`config.mk`:
```
export PLATFORM = sky130hd
export DESIGN_NAME = mau_serial_mul
export DESIGN_NICKNAME = d
export VERILOG_FILES = /design/src/rtl/core/mau_pkg.sv /design/src/rtl/core/mau_serial_mul.sv
export SDC_FILE = /design/constraint.sdc
export NUM_CORES = 1
export LEC_CHECK = 0
export ABC_AREA = 1
export BUFFER_PORTS_ARGS = -buffer_cell sky130_fd_sc_hd__buf_2
export CELL_PAD_IN_SITES_DETAIL_PLACEMENT = 0
export CELL_PAD_IN_SITES_GLOBAL_PLACEMENT = 2
export CORE_ASPECT_RATIO = 0.5
export CORE_MARGIN = 10
export CORE_UTILIZATION = 37
export DETAILED_ROUTE_END_ITERATION = 10
export PLACE_DENSITY_LB_ADDON = 0.1
export SYNTH_ARGS = -nofsm -noshare
export SYNTH_HDL_FRONTEND = slang
export SYNTH_SLANG_ARGS = --single-unit
```
`constraint.sdc`:
```
create_clock -name clk_i -period 6.1 [get_ports clk_i]
set_input_delay 1.22 -clock clk_i [delete_from_list [all_inputs] [get_ports clk_i]]
set_output_delay 1.22 -clock clk_i [all_outputs]
set_load 0.1 [all_outputs]
```
`src/rtl/core/mau_pkg.sv`:
```
package mau_pkg;

  localparam int unsigned QUAT_FRAC_BITS = 30;
  localparam int unsigned NEWTON_STEPS   = 2;
  localparam int unsigned ITER_W         = (NEWTON_STEPS > 2) ? 2 : 1;
  localparam int unsigned V_SHIFT        = 2 * QUAT_FRAC_BITS - 30;
  localparam int unsigned OUT_SHIFT      = 30 - QUAT_FRAC_BITS;
  localparam int unsigned QN_BASE_SHIFT  = 46 - QUAT_FRAC_BITS;

  localparam logic signed [63:0] Q30_ONE   = 64'sd1 <<< 30;
  localparam logic signed [63:0] QUAT_ONE  = 64'sd1 <<< QUAT_FRAC_BITS;
  localparam logic signed [63:0] HALF_MAX  = 64'sd1 <<< 28;
  localparam logic signed [63:0] NWT_THREE = 64'sd3 <<< 30;
  localparam logic signed [31:0] QUAT_OUT_ONE = 32'sd1073741824;

  localparam int unsigned MUL_DIGIT = 8;
  localparam int unsigned MUL_STEPS = 5;
  localparam int unsigned MUL_BW    = MUL_DIGIT * MUL_STEPS;
  localparam int unsigned OPB_W     = 34;

  localparam int unsigned CFG_IDX_W = 3;

  typedef enum logic [CFG_IDX_W-1:0] {
    CFG_GYRO_SCALE     = 3'd0,
    CFG_PROP_GAIN      = 3'd1,
    CFG_INTEGRAL_GAIN  = 3'd2,
    CFG_INTEGRAL_LIMIT = 3'd3,
    CFG_HALF_STEP      = 3'd4
  } mau_cfg_e;

  typedef struct packed {
    logic signed [15:0] gyro_x;
    logic signed [15:0] gyro_y;
    logic signed [15:0] gyro_z;
    logic signed [15:0] accel_x;
    logic signed [15:0] accel_y;
    logic signed [15:0] accel_z;
  } mau_in_t;

  typedef struct packed {
    logic signed [31:0] quat_w;
    logic signed [31:0] quat_x;
    logic signed [31:0] quat_y;
    logic signed [31:0] quat_z;
    logic               accel_valid;
  } mau_out_t;

  typedef struct packed {
    logic                     start;
    logic signed [63:0]       a;
    logic signed [OPB_W-1:0]  b;
  } mau_mul_req_t;

  typedef enum logic [4:0] {
    ST_IDLE  = 5'b00001,
    ST_ISSUE = 5'b00010,
    ST_MUL   = 5'b00100,
    ST_NORM  = 5'b01000,
    ST_DONE  = 5'b10000
  } mau_state_e;

  typedef enum logic [3:0] {
    A_GS, A_AC, A_Q, A_AN, A_E, A_R, A_NQ, A_Y, A_M2
  } mau_asrc_e;

  typedef enum logic [3:0] {
    B_G, B_AC, B_Y, B_Q, B_V, B_KI, B_KP, B_HI, B_LO, B_H, B_NQ, B_Y2, B_F
  } mau_bsrc_e;

  typedef enum logic [1:0] {ACC_LOAD, ACC_LNEG, ACC_ADD, ACC_SUB} mau_acc_e;

  typedef enum logic [2:0] {PS_0, PS_2, PS_16, PS_30, PS_31, PS_32} mau_psh_e;

  typedef enum logic [3:0] {
    WB_NONE, WB_R, WB_Y2, WB_F, WB_Y, WB_AN, WB_V, WB_E, WB_I, WB_RC, WB_H, WB_NQ, WB_QN
  } mau_wb_e;

  typedef struct packed {
    mau_asrc_e  asrc;
    logic [1:0] aidx;
    mau_bsrc_e  bsrc;
    logic [1:0] bidx;
    mau_acc_e   acc;
    mau_psh_e   psh;
    mau_wb_e    wb;
    logic [1:0] widx;
  } mau_uop_t;

  localparam int unsigned PC_W = 6;
  localparam logic [PC_W-1:0] PC_S1_END  = 6'd5;
  localparam logic [PC_W-1:0] PC_AN      = 6'd6;
  localparam logic [PC_W-1:0] PC_H       = 6'd29;
  localparam logic [PC_W-1:0] PC_S2_END  = 6'd50;
  localparam logic [PC_W-1:0] PC_QN      = 6'd51;
  localparam logic [PC_W-1:0] PC_QN_END  = 6'd54;
  localparam logic [PC_W-1:0] PC_NWT     = 6'd55;
  localparam logic [PC_W-1:0] PC_NWT_END = 6'd57;

  function automatic mau_uop_t mk_uop(
    input mau_asrc_e as, input logic [1:0] ai, input mau_bsrc_e bs, input logic [1:0] bi,
    input mau_acc_e ac, input mau_psh_e ps, input mau_wb_e wb, input logic [1:0] wi);
    mau_uop_t u;
    u.asrc = as; u.aidx = ai; u.bsrc = bs; u.bidx = bi;
    u.acc  = ac; u.psh  = ps; u.wb   = wb; u.widx = wi;
    return u;
  endfunction

  function automatic mau_uop_t uop_rom(input logic [PC_W-1:0] pc);
    mau_uop_t u;
    unique case (pc)
      6'd0:  u = mk_uop(A_GS, 2'd0, B_G,  2'd0, ACC_LOAD, PS_2,  WB_R,    2'd0);
      6'd1:  u = mk_uop(A_GS, 2'd0, B_G,  2'd1, ACC_LOAD, PS_2,  WB_R,    2'd1);
      6'd2:  u = mk_uop(A_GS, 2'd0, B_G,  2'd2, ACC_LOAD, PS_2,  WB_R,    2'd2);
      6'd3:  u = mk_uop(A_AC, 2'd0, B_AC, 2'd0, ACC_LOAD, PS_0,  WB_NONE, 2'd0);
      6'd4:  u = mk_uop(A_AC, 2'd1, B_AC, 2'd1, ACC_ADD,  PS_0,  WB_NONE, 2'd0);
      6'd5:  u = mk_uop(A_AC, 2'd2, B_AC, 2'd2, ACC_ADD,  PS_0,  WB_NONE, 2'd0);
      6'd6:  u = mk_uop(A_AC, 2'd0, B_Y,  2'd0, ACC_LOAD, PS_0,  WB_AN,   2'd0);
      6'd7:  u = mk_uop(A_AC, 2'd1, B_Y,  2'd0, ACC_LOAD, PS_0,  WB_AN,   2'd1);
      6'd8:  u = mk_uop(A_AC, 2'd2, B_Y,  2'd0, ACC_LOAD, PS_0,  WB_AN,   2'd2);
      6'd9:  u = mk_uop(A_Q,  2'd1, B_Q,  2'd3, ACC_LOAD, PS_0,  WB_NONE, 2'd0);
      6'd10: u = mk_uop(A_Q,  2'd0, B_Q,  2'd2, ACC_SUB,  PS_0,  WB_V,    2'd0);
      6'd11: u = mk_uop(A_Q,  2'd0, B_Q,  2'd1, ACC_LOAD, PS_0,  WB_NONE, 2'd0);
      6'd12: u = mk_uop(A_Q,  2'd2, B_Q,  2'd3, ACC_ADD,  PS_0,  WB_V,    2'd1);
      6'd13: u = mk_uop(A_Q,  2'd0, B_Q,  2'd0, ACC_LOAD, PS_0,  WB_NONE, 2'd0);
      6'd14: u = mk_uop(A_Q,  2'd1, B_Q,  2'd1, ACC_SUB,  PS_0,  WB_NONE, 2'd0);
      6'd15: u = mk_uop(A_Q,  2'd2, B_Q,  2'd2, ACC_SUB,  PS_0,  WB_NONE, 2'd0);
      6'd16: u = mk_uop(A_Q,  2'd3, B_Q,  2'd3, ACC_ADD,  PS_0,  WB_V,    2'd2);
      6'd17: u = mk_uop(A_AN, 2'd1, B_V,  2'd2, ACC_LOAD, PS_0,  WB_NONE, 2'd0);
      6'd18: u = mk_uop(A_AN, 2'd2, B_V,  2'd1, ACC_SUB,  PS_0,  WB_E,    2'd0);
      6'd19: u = mk_uop(A_AN, 2'd2, B_V,  2'd0, ACC_LOAD, PS_0,  WB_NONE, 2'd0);
      6'd20: u = mk_uop(A_AN, 2'd0, B_V,  2'd2, ACC_SUB,  PS_0,  WB_E,    2'd1);
      6'd21: u = mk_uop(A_AN, 2'd0, B_V,  2'd1, ACC_LOAD, PS_0,  WB_NONE, 2'd0);
      6'd22: u = mk_uop(A_AN, 2'd1, B_V,  2'd0, ACC_SUB,  PS_0,  WB_E,    2'd2);
      6'd23: u = mk_uop(A_E,  2'd0, B_KI, 2'd0, ACC_LOAD, PS_32, WB_I,    2'd0);
      6'd24: u = mk_uop(A_E,  2'd0, B_KP, 2'd0, ACC_LOAD, PS_16, WB_RC,   2'd0);
      6'd25: u = mk_uop(A_E,  2'd1, B_KI, 2'd0, ACC_LOAD, PS_32, WB_I,    2'd1);
      6'd26: u = mk_uop(A_E,  2'd1, B_KP, 2'd0, ACC_LOAD, PS_16, WB_RC,   2'd1);
      6'd27: u = mk_uop(A_E,  2'd2, B_KI, 2'd0, ACC_LOAD, PS_32, WB_I,    2'd2);
      6'd28: u = mk_uop(A_E,  2'd2, B_KP, 2'd0, ACC_LOAD, PS_16, WB_RC,   2'd2);
      6'd29: u = mk_uop(A_R,  2'd0, B_HI, 2'd0, ACC_LOAD, PS_0,  WB_NONE, 2'd0);
      6'd30: u = mk_uop(A_R,  2'd0, B_LO, 2'd0, ACC_ADD,  PS_16, WB_H,    2'd0);
      6'd31: u = mk_uop(A_R,  2'd1, B_HI, 2'd0, ACC_LOAD, PS_0,  WB_NONE, 2'd0);
      6'd32: u = mk_uop(A_R,  2'd1, B_LO, 2'd0, ACC_ADD,  PS_16, WB_H,    2'd1);
      6'd33: u = mk_uop(A_R,  2'd2, B_HI, 2'd0, ACC_LOAD, PS_0,  WB_NONE, 2'd0);
      6'd34: u = mk_uop(A_R,  2'd2, B_LO, 2'd0, ACC_ADD,  PS_16, WB_H,    2'd2);
      6'd35: u = mk_uop(A_Q,  2'd1, B_H,  2'd0, ACC_LNEG, PS_0,  WB_NONE, 2'd0);
      6'd36: u = mk_uop(A_Q,  2'd2, B_H,  2'd1, ACC_SUB,  PS_0,  WB_NONE, 2'd0);
      6'd37: u = mk_uop(A_Q,  2'd3, B_H,  2'd2, ACC_SUB,  PS_0,  WB_NQ,   2'd0);
      6'd38: u = mk_uop(A_Q,  2'd0, B_H,  2'd0, ACC_LOAD, PS_0,  WB_NONE, 2'd0);
      6'd39: u = mk_uop(A_Q,  2'd2, B_H,  2'd2, ACC_ADD,  PS_0,  WB_NONE, 2'd0);
      6'd40: u = mk_uop(A_Q,  2'd3, B_H,  2'd1, ACC_SUB,  PS_0,  WB_NQ,   2'd1);
      6'd41: u = mk_uop(A_Q,  2'd0, B_H,  2'd1, ACC_LOAD, PS_0,  WB_NONE, 2'd0);
      6'd42: u = mk_uop(A_Q,  2'd1, B_H,  2'd2, ACC_SUB,  PS_0,  WB_NONE, 2'd0);
      6'd43: u = mk_uop(A_Q,  2'd3, B_H,  2'd0, ACC_ADD,  PS_0,  WB_NQ,   2'd2);
      6'd44: u = mk_uop(A_Q,  2'd0, B_H,  2'd2, ACC_LOAD, PS_0,  WB_NONE, 2'd0);
      6'd45: u = mk_uop(A_Q,  2'd1, B_H,  2'd1, ACC_ADD,  PS_0,  WB_NONE, 2'd0);
      6'd46: u = mk_uop(A_Q,  2'd2, B_H,  2'd0, ACC_SUB,  PS_0,  WB_NQ,   2'd3);
      6'd47: u = mk_uop(A_NQ, 2'd0, B_NQ, 2'd0, ACC_LOAD, PS_0,  WB_NONE, 2'd0);
      6'd48: u = mk_uop(A_NQ, 2'd1, B_NQ, 2'd1, ACC_ADD,  PS_0,  WB_NONE, 2'd0);
      6'd49: u = mk_uop(A_NQ, 2'd2, B_NQ, 2'd2, ACC_ADD,  PS_0,  WB_NONE, 2'd0);
      6'd50: u = mk_uop(A_NQ, 2'd3, B_NQ, 2'd3, ACC_ADD,  PS_0,  WB_NONE, 2'd0);
      6'd51: u = mk_uop(A_NQ, 2'd0, B_Y,  2'd0, ACC_LOAD, PS_0,  WB_QN,   2'd0);
      6'd52: u = mk_uop(A_NQ, 2'd1, B_Y,  2'd0, ACC_LOAD, PS_0,  WB_QN,   2'd1);
      6'd53: u = mk_uop(A_NQ, 2'd2, B_Y,  2'd0, ACC_LOAD, PS_0,  WB_QN,   2'd2);
      6'd54: u = mk_uop(A_NQ, 2'd3, B_Y,  2'd0, ACC_LOAD, PS_0,  WB_QN,   2'd3);
      6'd55: u = mk_uop(A_Y,  2'd0, B_Y,  2'd0, ACC_LOAD, PS_30, WB_Y2,   2'd0);
      6'd56: u = mk_uop(A_M2, 2'd0, B_Y2, 2'd0, ACC_LOAD, PS_30, WB_F,    2'd0);
      6'd57: u = mk_uop(A_Y,  2'd0, B_F,  2'd0, ACC_LOAD, PS_31, WB_Y,    2'd0);
      default: u = mk_uop(A_Y, 2'd0, B_Y, 2'd0, ACC_LOAD, PS_0, WB_NONE, 2'd0);
    endcase
    return u;
  endfunction

  function automatic logic [16:0] rsqrt_seed(input logic [3:0] idx);
    logic [16:0] s;
    unique case (idx)
      4'd0:  s = 17'd123576;
      4'd1:  s = 17'd111779;
      4'd2:  s = 17'd102821;
      4'd3:  s = 17'd95721;
      4'd4:  s = 17'd89915;
      4'd5:  s = 17'd85051;
      4'd6:  s = 17'd80899;
      4'd7:  s = 17'd77302;
      4'd8:  s = 17'd74146;
      4'd9:  s = 17'd71347;
      4'd10: s = 17'd68842;
      4'd11: s = 17'd66585;
      default: s = 17'd0;
    endcase
    return s;
  endfunction

  function automatic logic signed [63:0] sat(input logic signed [63:0] x,
                                             input logic signed [63:0] lim);
    logic signed [63:0] r;
    if (x > lim) begin
      r = lim;
    end else if (x < -lim) begin
      r = -lim;
    end else begin
      r = x;
    end
    return r;
  endfunction

endpackage

```
`src/rtl/core/mau_serial_mul.sv`:
```
module mau_serial_mul (
  input  logic                 clk_i,
  input  logic                 rst_ni,
  input  mau_pkg::mau_mul_req_t req_i,
  output logic                 done_o,
  output logic signed [63:0]   prod_o
);
  import mau_pkg::*;

  logic signed [63:0]    a_q, a_d;
  logic [MUL_BW-1:0]     b_q, b_d;
  logic signed [63:0]    acc_q, acc_d;
  logic [2:0]            cnt_q, cnt_d;
  logic                  busy_q, busy_d;
  logic                  done_q, done_d;
  logic signed [8:0]     dig;
  logic signed [72:0]    term;

  assign dig  = (cnt_q == 3'(MUL_STEPS - 1)) ? $signed({b_q[7], b_q[7:0]})
                                             : $signed({1'b0, b_q[7:0]});
  assign term = a_q * dig;

  always_comb begin
    a_d    = a_q;
    b_d    = b_q;
    acc_d  = acc_q;
    cnt_d  = cnt_q;
    busy_d = busy_q;
    done_d = 1'b0;
    if (req_i.start) begin
      a_d    = req_i.a;
      b_d    = MUL_BW'(req_i.b);
      acc_d  = '0;
      cnt_d  = '0;
      busy_d = 1'b1;
    end else if (busy_q) begin
      acc_d = acc_q + term[63:0];
      a_d   = a_q <<< MUL_DIGIT;
      b_d   = b_q >> MUL_DIGIT;
      cnt_d = cnt_q + 3'd1;
      if (cnt_q == 3'(MUL_STEPS - 1)) begin
        busy_d = 1'b0;
        done_d = 1'b1;
      end
    end
  end

  always_ff @(posedge clk_i or negedge rst_ni) begin
    if (!rst_ni) begin
      busy_q <= 1'b0;
      done_q <= 1'b0;
      cnt_q  <= '0;
    end else begin
      busy_q <= busy_d;
      done_q <= done_d;
      cnt_q  <= cnt_d;
    end
  end

  always_ff @(posedge clk_i) begin
    a_q   <= a_d;
    b_q   <= b_d;
    acc_q <= acc_d;
  end

  assign done_o = done_q;
  assign prod_o = acc_q;

endmodule

```
==> flow_metrics.env <==
export IMPL_worstReg2RegStart="cnt_q[0]"
export IMPL_n_fill_cell=8131
export IMPL_cp_end_kind="register"
export IMPL_synth_async_sr_flop_share_pct=2.99
export IMPL_stdcell_area_um2=30600
export IMPL_routed_wl_um=93600
export IMPL_worstPathCellList="inv_1, ha_1, nand2_1, nor2_2, inv_1, buf_12, nor2_1, fa_1, inv_1, fa_1, fa_1, fa_1, fa_1, inv_1, ha_1, nand2_1, nor2_1, nand2_1, nor3_2, nand3_1, nand3_1, nand3_1, nand2_1, inv_1"
export IMPL_synthTopCellsByArea="fa_1, nand2_1, inv_1, edfxtp_1, ha_1"
export IMPL_finalCritPeriodShare_pct=96.0
export IMPL_final_common_cell="nand2_1"
export IMPL_place_ws_ns=0.227
export IMPL_period_minus_slack_ns=5.86
export IMPL_nets=4707
export IMPL_critical_path_arrival_ns=6.26
export IMPL_setup_viol=0
export IMPL_critPathLaunch="cnt_q[0]"
export IMPL_fin_util_pct=40.7
export IMPL_multi_input_area_um2=18900
export IMPL_fin_setup_tns_ns=0
export IMPL_first_global_vias=23400
export IMPL_rr_worst_depth=24
export IMPL_antenna_found_initial=6
export IMPL_portBuffers=165
export IMPL_detail_route_iter0_violations=1505
export IMPL_final_layout_size_suffix_gt1_share_pct=7.32
export IMPL_dr_pass1_iters=5
export IMPL_grt_max_degree=101
export IMPL_cts_clk_slew_worst_paths_ns=0.08
export IMPL_cpMaxStageDelayCell="fa_1"
export IMPL_crit_type="reg2reg"
export IMPL_crit_end="prod_o[52]"
export IMPL_cts_resized=0
export IMPL_hpwl_um=75700
export IMPL_placed_cell_area_um2=29900
export IMPL_fp_dieW_um=409
export IMPL_slew_headroom_pct=45.1
export IMPL_die_area_um2=87900
export IMPL_fmaxAchievable_ghz=0.171
export IMPL_status="finished, final reports clean"
export IMPL_root_buffer="clkbuf_16"
export IMPL_finClkSkew_ns=0.0278
export IMPL_avgSynthCellArea_um2=7.12
export IMPL_yosys_area_top_type="fa_1"
export IMPL_hold_class="in2async"
export IMPL_die_y_um=215
export IMPL_viasPerCell=4.59
export IMPL_wl_per_cell_um=18.6
export IMPL_r2r_end="prod_o[52]"
export IMPL_synth_warnings=0
export IMPL_clockBufferDepth=2
export IMPL_grt_use_total_pct=21.4
export IMPL_coreArea_um2=75200
export IMPL_h_tree_depth=4
export IMPL_seq_area_frac_synth_pct=15.5
export IMPL_ys_ff_latch=167
export IMPL_cts_setup_buffers=0
export IMPL_gp_congestion=0.947
export IMPL_synthDistinctLibCells=41
export IMPL_cp_max_fo=48
export IMPL_mostFrequentLayoutCells="nand2_1, inv_1, fa_1"
export IMPL_ant_nets=0
export IMPL_ios=166
export IMPL_synth_nets=4648
export IMPL_report_final_slew_viol_count=0
export IMPL_synth_ff_type="edfxtp_1"
export IMPL_synth_cells=3943
export IMPL_holdBufCountCts=0
export IMPL_initial_core_util_pct=37.3
export IMPL_cts_tree="built"
export IMPL_grt_overflow_total=0
export IMPL_cts_buffers=17
export IMPL_cpPeakStageDelay_ns=0.53
export IMPL_cts_sinks=167
export IMPL_clk_latency_ns=0.52
export IMPL_maxCapViolCount=0
export IMPL_grt_pass1_wl_um=145000
export IMPL_diodes=0
export IMPL_start_kind="register"
export IMPL_crit_required_ns=6.51
export IMPL_syn_area_um2=28100
export IMPL_row_count=71
export IMPL_layout_setup_ws_ns=0.245
export IMPL_tightestPinTransition_ns=0.824
export IMPL_rsz0062_at_grt="true"
export IMPL_finalHoldViolCount=0
export IMPL_area_growth_pct=8.98
export IMPL_yosysTopAreaCellShare_pct=33.0
export IMPL_via_count=23100
export IMPL_drc_errors=0
export IMPL_final_seq_area_um2=4350
export IMPL_reg2reg_slack_ns=0.24
export IMPL_synth_edf_count=98
[how the worst min path moves through the flow]
stage | end | cells past startpoint | startpoint | slack (ns)
detailed placement | b_q[6] | 2 | b_q[14] | 0.50
global route | busy_q | 1 | rst_ni | 0.49
finish | done_o | 1 | rst_ni | 0.51
global placement | b_q[5] | 2 | b_q[13] | 0.49
floorplan | busy_q | 1 | cnt_q[2] | 0.49
CTS | busy_q | 1 | rst_ni | 0.47
[metrics by stage]
step / std cells / hold slack (ns)
2_1_floorplan: 3943 / 0.487
3_3_place_gp: 5005 / 0.492
3_5_place_dp: 5005 / 0.495
4_1_cts: 5037 / 0.473
5_1_grt: 5037 / 0.486
6_report: 5037 / 0.512
[critical path, delay by kind of cell, from the launching register on]
family	cells	cell delay, ns
buf+inv	6	0.52
fa+ha+maj	7	3.07
simple gates	11	1.72
flops	1	0.36
[cells by family (layout without fill, tap and decap cells)]
kind of cell / after synthesis / in the layout / share of synthesized area, %
flops: 167 / 167 / 15.5
compound gates: 140 / 140 / 2.82
buf+inv: 1295 / 1367 / 17.4
fa+ha+maj: 604 / 604 / 39.3
xor+xnor: 24 / 24 / 0.749
simple gates: 1713 / 1713 / 24.2
[flip-flops by register name, indices dropped and copies added, names as in the netlist]
name / count
cnt_q: 3
busy_q: 1
prod_o: 64
a_q: 64
b_q: 34
done_o: 1
[per-layer routing]
| metal | vias up | part of all wire (%) | track usage [%] |
|---|---|---|---|
| met5 | - | 0 | 0 |
| met3 | 66 | 4.5 | 3.29 |
| met1 | 11300 | 47 | 30.0 |
| met2 | 464 | 47 | 35.1 |
| met4 | 0 | 1.6 | 4.00 |
| li1 | 11300 | - | - |
[cells in the mapped netlist, types with 3 or more instances]
cell type,n
ha_1,141
buf_1,42
a22o_1,4
nand3_1,106
and2_1,3
dfrtp_1,5
nand4_1,16
xor2_1,16
nand3_2,9
xnor2_1,8
nor3_2,5
dfxtp_1,64
o211ai_1,8
o21bai_1,9
fa_1,463
edfxtp_1,98
nor2_1,236
nor3_1,7
or2_2,3
nand2_1,1299
nand2_2,12
nor2_2,11
o21ai_0,49
and2_0,3
buf_2,10
clkbuf_1,103
inv_1,1137
a32o_1,3
a21oi_1,58
[area by class of cell]
| type | count | share of cell area [%] |
|---|---|---|
| Clock inverter | 15 | 0.556 |
| Timing Repair Buffer | 196 | 3.88 |
| Sequential cell | 167 | 14.2 |
| Clock buffer | 17 | 1.39 |
| Tap cell | 1022 | 4.18 |
| Inverter | 1139 | 14.0 |
| Multi-Input combinational cell | 2481 | 61.8 |
Power is left out: the tool's default activity adds up to more than one toggle a clock period on the data nets, which glitch-free logic cannot reach.
