## config.mk

```make
export PLATFORM = sky130hd
export DESIGN_NAME = mau_rsqrt_norm
export DESIGN_NICKNAME = d
export VERILOG_FILES = /design/src/rtl/core/mau_pkg.sv /design/src/rtl/core/mau_rsqrt_norm.sv
export SDC_FILE = /design/constraint.sdc
export NUM_CORES = 1
export LEC_CHECK = 0
export BUFFER_PORTS_ARGS = -buffer_cell sky130_fd_sc_hd__buf_2
export CORE_MARGIN = 8
export CORE_UTILIZATION = 50
export DETAILED_ROUTE_END_ITERATION = 8
export PLACE_DENSITY_LB_ADDON = 0.3
export SLEW_MARGIN = 20
export SYNTH_ARGS = -nofsm -noshare
export SYNTH_HDL_FRONTEND = slang
export SYNTH_SLANG_ARGS = --single-unit
```

## constraint.sdc

```tcl
create_clock -name clk_i -period 3.75 [get_ports clk_i]
set_input_delay 1.125 -clock clk_i [delete_from_list [all_inputs] [get_ports clk_i]]
set_output_delay 1.125 -clock clk_i [all_outputs]
set_load 0.02 [all_outputs]
```

## src/rtl/core/mau_pkg.sv

```systemverilog
package mau_pkg;

  localparam int unsigned QUAT_FRAC_BITS = 30;
  localparam int unsigned NEWTON_STEPS   = 2;
  localparam int unsigned ITER_W         = (NEWTON_STEPS > 2) ? 2 : 1;
  localparam int unsigned V_SHIFT        = 2 * QUAT_FRAC_BITS - 30;
  localparam int unsigned OUT_SHIFT      = 30 - QUAT_FRAC_BITS;
  localparam int unsigned QN_BASE_SHIFT  = 46 - QUAT_FRAC_BITS;

  localparam logic signed [63:0] Q30_ONE   = 64'sd1 <<< 30;
  localparam logic signed [63:0] QUAT_ONE  = 64'sd1 <<< QUAT_FRAC_BITS;
  localparam logic signed [63:0] HALF_MAX  = 64'sd1 <<< 28;
  localparam logic signed [63:0] NWT_THREE = 64'sd3 <<< 30;
  localparam logic signed [31:0] QUAT_OUT_ONE = 32'sd1073741824;

  localparam int unsigned MUL_DIGIT = 8;
  localparam int unsigned MUL_STEPS = 5;
  localparam int unsigned MUL_BW    = MUL_DIGIT * MUL_STEPS;
  localparam int unsigned OPB_W     = 34;

  localparam int unsigned CFG_IDX_W = 3;

  typedef enum logic [CFG_IDX_W-1:0] {
    CFG_GYRO_SCALE     = 3'd0,
    CFG_PROP_GAIN      = 3'd1,
    CFG_INTEGRAL_GAIN  = 3'd2,
    CFG_INTEGRAL_LIMIT = 3'd3,
    CFG_HALF_STEP      = 3'd4
  } mau_cfg_e;

  typedef struct packed {
    logic signed [15:0] gyro_x;
    logic signed [15:0] gyro_y;
    logic signed [15:0] gyro_z;
    logic signed [15:0] accel_x;
    logic signed [15:0] accel_y;
    logic signed [15:0] accel_z;
  } mau_in_t;

  typedef struct packed {
    logic signed [31:0] quat_w;
    logic signed [31:0] quat_x;
    logic signed [31:0] quat_y;
    logic signed [31:0] quat_z;
    logic               accel_valid;
  } mau_out_t;

  typedef struct packed {
    logic                     start;
    logic signed [63:0]       a;
    logic signed [OPB_W-1:0]  b;
  } mau_mul_req_t;

  typedef enum logic [4:0] {
    ST_IDLE  = 5'b00001,
    ST_ISSUE = 5'b00010,
    ST_MUL   = 5'b00100,
    ST_NORM  = 5'b01000,
    ST_DONE  = 5'b10000
  } mau_state_e;

  typedef enum logic [3:0] {
    A_GS, A_AC, A_Q, A_AN, A_E, A_R, A_NQ, A_Y, A_M2
  } mau_asrc_e;

  typedef enum logic [3:0] {
    B_G, B_AC, B_Y, B_Q, B_V, B_KI, B_KP, B_HI, B_LO, B_H, B_NQ, B_Y2, B_F
  } mau_bsrc_e;

  typedef enum logic [1:0] {ACC_LOAD, ACC_LNEG, ACC_ADD, ACC_SUB} mau_acc_e;

  typedef enum logic [2:0] {PS_0, PS_2, PS_16, PS_30, PS_31, PS_32} mau_psh_e;

  typedef enum logic [3:0] {
    WB_NONE, WB_R, WB_Y2, WB_F, WB_Y, WB_AN, WB_V, WB_E, WB_I, WB_RC, WB_H, WB_NQ, WB_QN
  } mau_wb_e;

  typedef struct packed {
    mau_asrc_e  asrc;
    logic [1:0] aidx;
    mau_bsrc_e  bsrc;
    logic [1:0] bidx;
    mau_acc_e   acc;
    mau_psh_e   psh;
    mau_wb_e    wb;
    logic [1:0] widx;
  } mau_uop_t;

  localparam int unsigned PC_W = 6;
  localparam logic [PC_W-1:0] PC_S1_END  = 6'd5;
  localparam logic [PC_W-1:0] PC_AN      = 6'd6;
  localparam logic [PC_W-1:0] PC_H       = 6'd29;
  localparam logic [PC_W-1:0] PC_S2_END  = 6'd50;
  localparam logic [PC_W-1:0] PC_QN      = 6'd51;
  localparam logic [PC_W-1:0] PC_QN_END  = 6'd54;
  localparam logic [PC_W-1:0] PC_NWT     = 6'd55;
  localparam logic [PC_W-1:0] PC_NWT_END = 6'd57;

  function automatic mau_uop_t mk_uop(
    input mau_asrc_e as, input logic [1:0] ai, input mau_bsrc_e bs, input logic [1:0] bi,
    input mau_acc_e ac, input mau_psh_e ps, input mau_wb_e wb, input logic [1:0] wi);
    mau_uop_t u;
    u.asrc = as; u.aidx = ai; u.bsrc = bs; u.bidx = bi;
    u.acc  = ac; u.psh  = ps; u.wb   = wb; u.widx = wi;
    return u;
  endfunction

  function automatic mau_uop_t uop_rom(input logic [PC_W-1:0] pc);
    mau_uop_t u;
    unique case (pc)
      6'd0:  u = mk_uop(A_GS, 2'd0, B_G,  2'd0, ACC_LOAD, PS_2,  WB_R,    2'd0);
      6'd1:  u = mk_uop(A_GS, 2'd0, B_G,  2'd1, ACC_LOAD, PS_2,  WB_R,    2'd1);
      6'd2:  u = mk_uop(A_GS, 2'd0, B_G,  2'd2, ACC_LOAD, PS_2,  WB_R,    2'd2);
      6'd3:  u = mk_uop(A_AC, 2'd0, B_AC, 2'd0, ACC_LOAD, PS_0,  WB_NONE, 2'd0);
      6'd4:  u = mk_uop(A_AC, 2'd1, B_AC, 2'd1, ACC_ADD,  PS_0,  WB_NONE, 2'd0);
      6'd5:  u = mk_uop(A_AC, 2'd2, B_AC, 2'd2, ACC_ADD,  PS_0,  WB_NONE, 2'd0);
      6'd6:  u = mk_uop(A_AC, 2'd0, B_Y,  2'd0, ACC_LOAD, PS_0,  WB_AN,   2'd0);
      6'd7:  u = mk_uop(A_AC, 2'd1, B_Y,  2'd0, ACC_LOAD, PS_0,  WB_AN,   2'd1);
      6'd8:  u = mk_uop(A_AC, 2'd2, B_Y,  2'd0, ACC_LOAD, PS_0,  WB_AN,   2'd2);
      6'd9:  u = mk_uop(A_Q,  2'd1, B_Q,  2'd3, ACC_LOAD, PS_0,  WB_NONE, 2'd0);
      6'd10: u = mk_uop(A_Q,  2'd0, B_Q,  2'd2, ACC_SUB,  PS_0,  WB_V,    2'd0);
      6'd11: u = mk_uop(A_Q,  2'd0, B_Q,  2'd1, ACC_LOAD, PS_0,  WB_NONE, 2'd0);
      6'd12: u = mk_uop(A_Q,  2'd2, B_Q,  2'd3, ACC_ADD,  PS_0,  WB_V,    2'd1);
      6'd13: u = mk_uop(A_Q,  2'd0, B_Q,  2'd0, ACC_LOAD, PS_0,  WB_NONE, 2'd0);
      6'd14: u = mk_uop(A_Q,  2'd1, B_Q,  2'd1, ACC_SUB,  PS_0,  WB_NONE, 2'd0);
      6'd15: u = mk_uop(A_Q,  2'd2, B_Q,  2'd2, ACC_SUB,  PS_0,  WB_NONE, 2'd0);
      6'd16: u = mk_uop(A_Q,  2'd3, B_Q,  2'd3, ACC_ADD,  PS_0,  WB_V,    2'd2);
      6'd17: u = mk_uop(A_AN, 2'd1, B_V,  2'd2, ACC_LOAD, PS_0,  WB_NONE, 2'd0);
      6'd18: u = mk_uop(A_AN, 2'd2, B_V,  2'd1, ACC_SUB,  PS_0,  WB_E,    2'd0);
      6'd19: u = mk_uop(A_AN, 2'd2, B_V,  2'd0, ACC_LOAD, PS_0,  WB_NONE, 2'd0);
      6'd20: u = mk_uop(A_AN, 2'd0, B_V,  2'd2, ACC_SUB,  PS_0,  WB_E,    2'd1);
      6'd21: u = mk_uop(A_AN, 2'd0, B_V,  2'd1, ACC_LOAD, PS_0,  WB_NONE, 2'd0);
      6'd22: u = mk_uop(A_AN, 2'd1, B_V,  2'd0, ACC_SUB,  PS_0,  WB_E,    2'd2);
      6'd23: u = mk_uop(A_E,  2'd0, B_KI, 2'd0, ACC_LOAD, PS_32, WB_I,    2'd0);
      6'd24: u = mk_uop(A_E,  2'd0, B_KP, 2'd0, ACC_LOAD, PS_16, WB_RC,   2'd0);
      6'd25: u = mk_uop(A_E,  2'd1, B_KI, 2'd0, ACC_LOAD, PS_32, WB_I,    2'd1);
      6'd26: u = mk_uop(A_E,  2'd1, B_KP, 2'd0, ACC_LOAD, PS_16, WB_RC,   2'd1);
      6'd27: u = mk_uop(A_E,  2'd2, B_KI, 2'd0, ACC_LOAD, PS_32, WB_I,    2'd2);
      6'd28: u = mk_uop(A_E,  2'd2, B_KP, 2'd0, ACC_LOAD, PS_16, WB_RC,   2'd2);
      6'd29: u = mk_uop(A_R,  2'd0, B_HI, 2'd0, ACC_LOAD, PS_0,  WB_NONE, 2'd0);
      6'd30: u = mk_uop(A_R,  2'd0, B_LO, 2'd0, ACC_ADD,  PS_16, WB_H,    2'd0);
      6'd31: u = mk_uop(A_R,  2'd1, B_HI, 2'd0, ACC_LOAD, PS_0,  WB_NONE, 2'd0);
      6'd32: u = mk_uop(A_R,  2'd1, B_LO, 2'd0, ACC_ADD,  PS_16, WB_H,    2'd1);
      6'd33: u = mk_uop(A_R,  2'd2, B_HI, 2'd0, ACC_LOAD, PS_0,  WB_NONE, 2'd0);
      6'd34: u = mk_uop(A_R,  2'd2, B_LO, 2'd0, ACC_ADD,  PS_16, WB_H,    2'd2);
      6'd35: u = mk_uop(A_Q,  2'd1, B_H,  2'd0, ACC_LNEG, PS_0,  WB_NONE, 2'd0);
      6'd36: u = mk_uop(A_Q,  2'd2, B_H,  2'd1, ACC_SUB,  PS_0,  WB_NONE, 2'd0);
      6'd37: u = mk_uop(A_Q,  2'd3, B_H,  2'd2, ACC_SUB,  PS_0,  WB_NQ,   2'd0);
      6'd38: u = mk_uop(A_Q,  2'd0, B_H,  2'd0, ACC_LOAD, PS_0,  WB_NONE, 2'd0);
      6'd39: u = mk_uop(A_Q,  2'd2, B_H,  2'd2, ACC_ADD,  PS_0,  WB_NONE, 2'd0);
      6'd40: u = mk_uop(A_Q,  2'd3, B_H,  2'd1, ACC_SUB,  PS_0,  WB_NQ,   2'd1);
      6'd41: u = mk_uop(A_Q,  2'd0, B_H,  2'd1, ACC_LOAD, PS_0,  WB_NONE, 2'd0);
      6'd42: u = mk_uop(A_Q,  2'd1, B_H,  2'd2, ACC_SUB,  PS_0,  WB_NONE, 2'd0);
      6'd43: u = mk_uop(A_Q,  2'd3, B_H,  2'd0, ACC_ADD,  PS_0,  WB_NQ,   2'd2);
      6'd44: u = mk_uop(A_Q,  2'd0, B_H,  2'd2, ACC_LOAD, PS_0,  WB_NONE, 2'd0);
      6'd45: u = mk_uop(A_Q,  2'd1, B_H,  2'd1, ACC_ADD,  PS_0,  WB_NONE, 2'd0);
      6'd46: u = mk_uop(A_Q,  2'd2, B_H,  2'd0, ACC_SUB,  PS_0,  WB_NQ,   2'd3);
      6'd47: u = mk_uop(A_NQ, 2'd0, B_NQ, 2'd0, ACC_LOAD, PS_0,  WB_NONE, 2'd0);
      6'd48: u = mk_uop(A_NQ, 2'd1, B_NQ, 2'd1, ACC_ADD,  PS_0,  WB_NONE, 2'd0);
      6'd49: u = mk_uop(A_NQ, 2'd2, B_NQ, 2'd2, ACC_ADD,  PS_0,  WB_NONE, 2'd0);
      6'd50: u = mk_uop(A_NQ, 2'd3, B_NQ, 2'd3, ACC_ADD,  PS_0,  WB_NONE, 2'd0);
      6'd51: u = mk_uop(A_NQ, 2'd0, B_Y,  2'd0, ACC_LOAD, PS_0,  WB_QN,   2'd0);
      6'd52: u = mk_uop(A_NQ, 2'd1, B_Y,  2'd0, ACC_LOAD, PS_0,  WB_QN,   2'd1);
      6'd53: u = mk_uop(A_NQ, 2'd2, B_Y,  2'd0, ACC_LOAD, PS_0,  WB_QN,   2'd2);
      6'd54: u = mk_uop(A_NQ, 2'd3, B_Y,  2'd0, ACC_LOAD, PS_0,  WB_QN,   2'd3);
      6'd55: u = mk_uop(A_Y,  2'd0, B_Y,  2'd0, ACC_LOAD, PS_30, WB_Y2,   2'd0);
      6'd56: u = mk_uop(A_M2, 2'd0, B_Y2, 2'd0, ACC_LOAD, PS_30, WB_F,    2'd0);
      6'd57: u = mk_uop(A_Y,  2'd0, B_F,  2'd0, ACC_LOAD, PS_31, WB_Y,    2'd0);
      default: u = mk_uop(A_Y, 2'd0, B_Y, 2'd0, ACC_LOAD, PS_0, WB_NONE, 2'd0);
    endcase
    return u;
  endfunction

  function automatic logic [16:0] rsqrt_seed(input logic [3:0] idx);
    logic [16:0] s;
    unique case (idx)
      4'd0:  s = 17'd123576;
      4'd1:  s = 17'd111779;
      4'd2:  s = 17'd102821;
      4'd3:  s = 17'd95721;
      4'd4:  s = 17'd89915;
      4'd5:  s = 17'd85051;
      4'd6:  s = 17'd80899;
      4'd7:  s = 17'd77302;
      4'd8:  s = 17'd74146;
      4'd9:  s = 17'd71347;
      4'd10: s = 17'd68842;
      4'd11: s = 17'd66585;
      default: s = 17'd0;
    endcase
    return s;
  endfunction

  function automatic logic signed [63:0] sat(input logic signed [63:0] x,
                                             input logic signed [63:0] lim);
    logic signed [63:0] r;
    if (x > lim) begin
      r = lim;
    end else if (x < -lim) begin
      r = -lim;
    end else begin
      r = x;
    end
    return r;
  endfunction

endpackage

```

## src/rtl/core/mau_rsqrt_norm.sv

```systemverilog
module mau_rsqrt_norm (
  input  logic              clk_i,
  input  logic              rst_ni,
  input  logic              start_i,
  input  logic [63:0]       s_i,
  output logic              done_o,
  output logic [31:0]       m_o,
  output logic signed [5:0] k_o
);
  import mau_pkg::*;

  logic [63:0]       s_q, s_d;
  logic signed [5:0] k_q, k_d;
  logic              busy_q, busy_d;
  logic              done_q, done_d;

  always_comb begin
    s_d    = s_q;
    k_d    = k_q;
    busy_d = busy_q;
    done_d = 1'b0;
    if (start_i) begin
      s_d    = s_i;
      k_d    = '0;
      busy_d = 1'b1;
    end else if (busy_q) begin
      priority if (s_q[63:32] != '0) begin
        s_d = s_q >> 2;
        k_d = k_q - 6'sd1;
      end else if (s_q[31:30] == 2'b00) begin
        s_d = s_q << 2;
        k_d = k_q + 6'sd1;
      end else begin
        busy_d = 1'b0;
        done_d = 1'b1;
      end
    end
  end

  always_ff @(posedge clk_i or negedge rst_ni) begin
    if (!rst_ni) begin
      busy_q <= 1'b0;
      done_q <= 1'b0;
    end else begin
      busy_q <= busy_d;
      done_q <= done_d;
    end
  end

  always_ff @(posedge clk_i) begin
    s_q <= s_d;
    k_q <= k_d;
  end

  assign done_o = done_q;
  assign m_o    = s_q[31:0];
  assign k_o    = k_q;

endmodule

```

==> results.py <==
metrics = {
    "run_status": {
        "outcome": "finished clean",
    },
    "timing": {
        "finalHoldViolCount": 0,
        "worst_pin_slew_ps": 753,
        "worst_slack_ps": 821,
        "finalClockSkew_ps": 6.77,
        "grt_setup_unrepaired": "false",
        "period_share_pct": 78.1,
        "max_clock_freq_mhz": 341,
        "fin_crit_ps": 2930,
        "drv_slew": 0,
        "relSlewSlack_pct": 49.5,
        "tns_ps": 0,
        "finalSetupViolations": 0,
    },
    "floorplanning": {
        "die_w_microns": 103,
        "num_io_pins": 106,
        "initial_core_util_pct": 51.7,
        "rows": 31,
        "dieArea_sq_um": 10500,
        "die_h_microns": 103,
        "core-area_sq_um": 7250,
    },
    "power_and_ir_drop": {
        "swShare_pct": 25.6,
        "p_seq_share_pct": 48.6,
        "power.share.clock_pct": 34.8,
        "p_total_mw": 2.12,
        "power_leakage_nw": 1.76,
        "combPwrFrac_pct": 16.6,
        "internal_power_mw": 1.58,
        "vdd_drop_max_mv": 0.258,
        "switchingPower_mw": 0.543,
        "p_per_area_nw_per_um2": 483,
    },
    "worst_hold_path": {
        "whs_path_depth": 2,
        "hp-start": "k_o[4]",
        "hold_class": "reg2reg",
        "hold_end": "k_o[4]",
    },
    "critical_path": {
        "critical_path.top_delay_family": "simple AND/OR/NAND/NOR gates",
        "cpMaxStageDelayCell": "or3b_2",
        "reg2reg_to": "k_o[4]",
        "end_kind": "register",
        "slowest_delay_ps": 450,
        "cp-start-kind": "register",
        "r2r-start": "s_q[32]",
        "cp.arrival_ps": 3210,
        "cp_max_fo": 14,
        "cp_cell_sequence": "nor4_1 -> nand4_1 -> nor2_4 -> buf_4 -> fa_1 -> nor2b_1 -> o21a_1 -> o21ai_0 -> or3b_2 -> a21oi_1",
        "critical_path_class": "reg2reg",
        "reg2reg_setup_slack_ps": 820,
        "reg2regPathDepth": 10,
        "path_buf_inv": 1,
        "cp.required_ps": 4030,
    },
    "clock_network": {
        "clock_latency_ps": 350,
        "clk_pin_slew_ps": 80,
        "post_cts_buffers": 0,
        "hold_buffers": 0,
        "cts.sinks": 72,
        "clock_path_buffers": 2,
        "cts_resized": 0,
        "cts_max_level": 3,
        "numCtsBuffers": 9,
        "cts_root_buf": "clkbuf_8",
        "cts_tree": "done",
    },
    "logic_synthesis": {
        "syn-cell-area_sq_um": 3750,
        "synth_warnings": 0,
        "syn_nets": 377,
        "ys_types": 35,
        "ys_ff_latch": 72,
        "syn_area_per_cell_sq_um": 12.3,
        "yosysSeqAreaShare_pct": 55.8,
        "syn_inst": 305,
    },
    "finish": {
        "final_area_sq_um": 4380,
        "final_net_count": 451,
        "n_antenna_cell": 0,
        "drive_gt1_share_pct": 42.7,
        "area_growth_pct": 16.9,
        "utilization_pct": 60.4,
    },
    "grt": {
        "grt_pass1_wl_microns": 12700,
        "antenna_found_initial": 0,
        "grt_pass1_vias": 2601,
        "grt_overflow": 0,
        "grt_max_degree": 64,
        "grt_usage_pct": 15.9,
    },
    "route": {
        "vias": 2510,
        "ant_nets": 0,
        "vias_per_cell": 5.20,
        "drt-initial-drc-count": 100,
        "wl_per_cell_microns": 16.9,
        "dr.pass1.iters": 5,
        "drc": 0,
        "wirelength_microns": 8190,
    },
    "job": {
        "cap_violations": 0,
    },
    "place": {
        "gp_congestion": 0.777,
        "pre_cts_slack_ps": 895,
        "place_area_sq_um": 4140,
        "portBuffers": 105,
        "dp_hpwl_microns": 5950,
    },
}
## state kept, by name (all words and copies together) (netlist names)
signal / count
s_q: 64
k_o: 6
busy_q: 1
done_o: 1
## cell usage in the layout (no fill, tap or decap), types with 2 or more instances in the layout
master	netlist	layout
buf_2	3	104
edfxtp_1	64	64
nand2_1	38	38
o21ai_0	36	36
mux2i_1	30	30
mux2_2	28	28
clkbuf_8	0	9
nor2_1	8	8
a21oi_1	6	6
buf_4	32	6
dfxtp_1	6	6
nor4_2	4	4
nor4_1	4	4
ha_1	4	4
xnor2_1	3	3
bufinv_16	0	3
inv_1	2	2
and2_1	2	2
nor2b_1	2	2
o21a_1	2	2
mux2_1	2	2
dfrtp_1	2	2
clkinvlp_4	0	2
## cells in the mapped netlist
master     n  area share, %
ha_1       4            1.3
o221ai_1   1           0.23
nor4b_1    1           0.23
a211oi_1   1           0.20
buf_4     32            6.4
nor2_1     8           0.80
inv_1      2           0.20
nand2b_1   2           0.33
edfxtp_1  64             51
nor2_4     1           0.30
dfxtp_1    6            3.2
nor2b_1    2           0.33
dfrtp_1    2            1.3
nand4_2    1           0.33
nor4_1     4           0.67
o21a_1     2           0.40
mux2i_1   30            8.0
clkbuf_1  12            1.2
nor3_1     1           0.13
buf_2      3           0.40
a21o_1     1           0.20
o41a_1     1           0.30
mux2_1     2           0.60
inv_2      1           0.10
fa_1       1           0.53
nor4_2     4            1.3
or3b_2     1           0.23
nand4_1    1           0.17
and2_1     2           0.33
xnor2_1    3           0.70
nand2_1   38            3.8
o31ai_2    1           0.33
a21oi_1    6           0.80
mux2_2    28            8.4
o21ai_0   36            4.8
## layer usage
| metal | global-route usage (%) | share of wire [%] | wire (microns) | up-vias |
|---|---|---|---|---|
| met3 | 6.35 | 9.5 | 781 | 10 |
| met4 | 6.09 | 1.4 | 112 | 0 |
| met2 | 25.4 | 46 | 3740 | 86 |
| met1 | 18.8 | 43 | 3550 | 1186 |
| li1 | - | - | - | 1228 |
| met5 | 0 | 0 | 0 | - |
## worst register-to-register path, stage by stage (launching register included)
cell and delay [ps]:
edfxtp_1 410, nor4_1 390, nand4_1 340, nor2_4 200, buf_4 280, fa_1 280, nor2b_1 60, o21a_1 170
o21ai_0 140, or3b_2 450, a21oi_1 150
## cell families after synthesis
| kind of cell | Yosys count | share of synthesized area (%) |
|---|---|---|
| fa+ha+maj | 5 | 1.87 |
| mux | 60 | 17.0 |
| compound gates | 49 | 7.28 |
| xor+xnor | 3 | 0.701 |
| flops | 72 | 55.8 |
| buf+inv | 50 | 8.31 |
| simple gates | 66 | 9.01 |
## through the flow
stage | instances | hold slack (ps)
detailed placement | 467 | 494
finish | 483 | 502
global route | 483 | 522
CTS | 483 | 516
floorplan | 305 | 546
global placement | 467 | 479
## layout make-up
| type | instances | area (sq um) |
|---|---|---|
| well taps | 99 | 124 |
| clock inverters | 7 | 119 |
| clock buffers | 9 | 124 |
| fillers | 625 | 2870 |
| repair buffers | 110 | 566 |
| multi-input cells | 183 | 1350 |
| inverters | 3 | 11.3 |
| flip-flops and latches | 72 | 2090 |
## worst max-delay path by stage
stage / cells past startpoint / slack (ps) / to / startpoint
global route: 10 / 680 / k_o[4] / s_q[32]
global placement: 10 / 980 / k_o[4] / s_q[33]
detailed placement: 10 / 890 / k_o[4] / s_q[33]
floorplan: 3 / 90 / s_q[0] / start_i
CTS: 10 / 790 / k_o[4] / s_q[32]
finish: 10 / 820 / k_o[4] / s_q[32]
## power groups by stage
stage	combinational (mW)	sequential, mW	clock (mW)
after floorplan	0.265	1.05	0
after global placement	0.347	1.05	0
after detailed placement	0.354	1.05	0
after CTS	0.356	1.03	0.760
after global routing	0.389	1.04	0.790
final	0.351	1.03	0.737
Power figures use the tool's default switching activity.
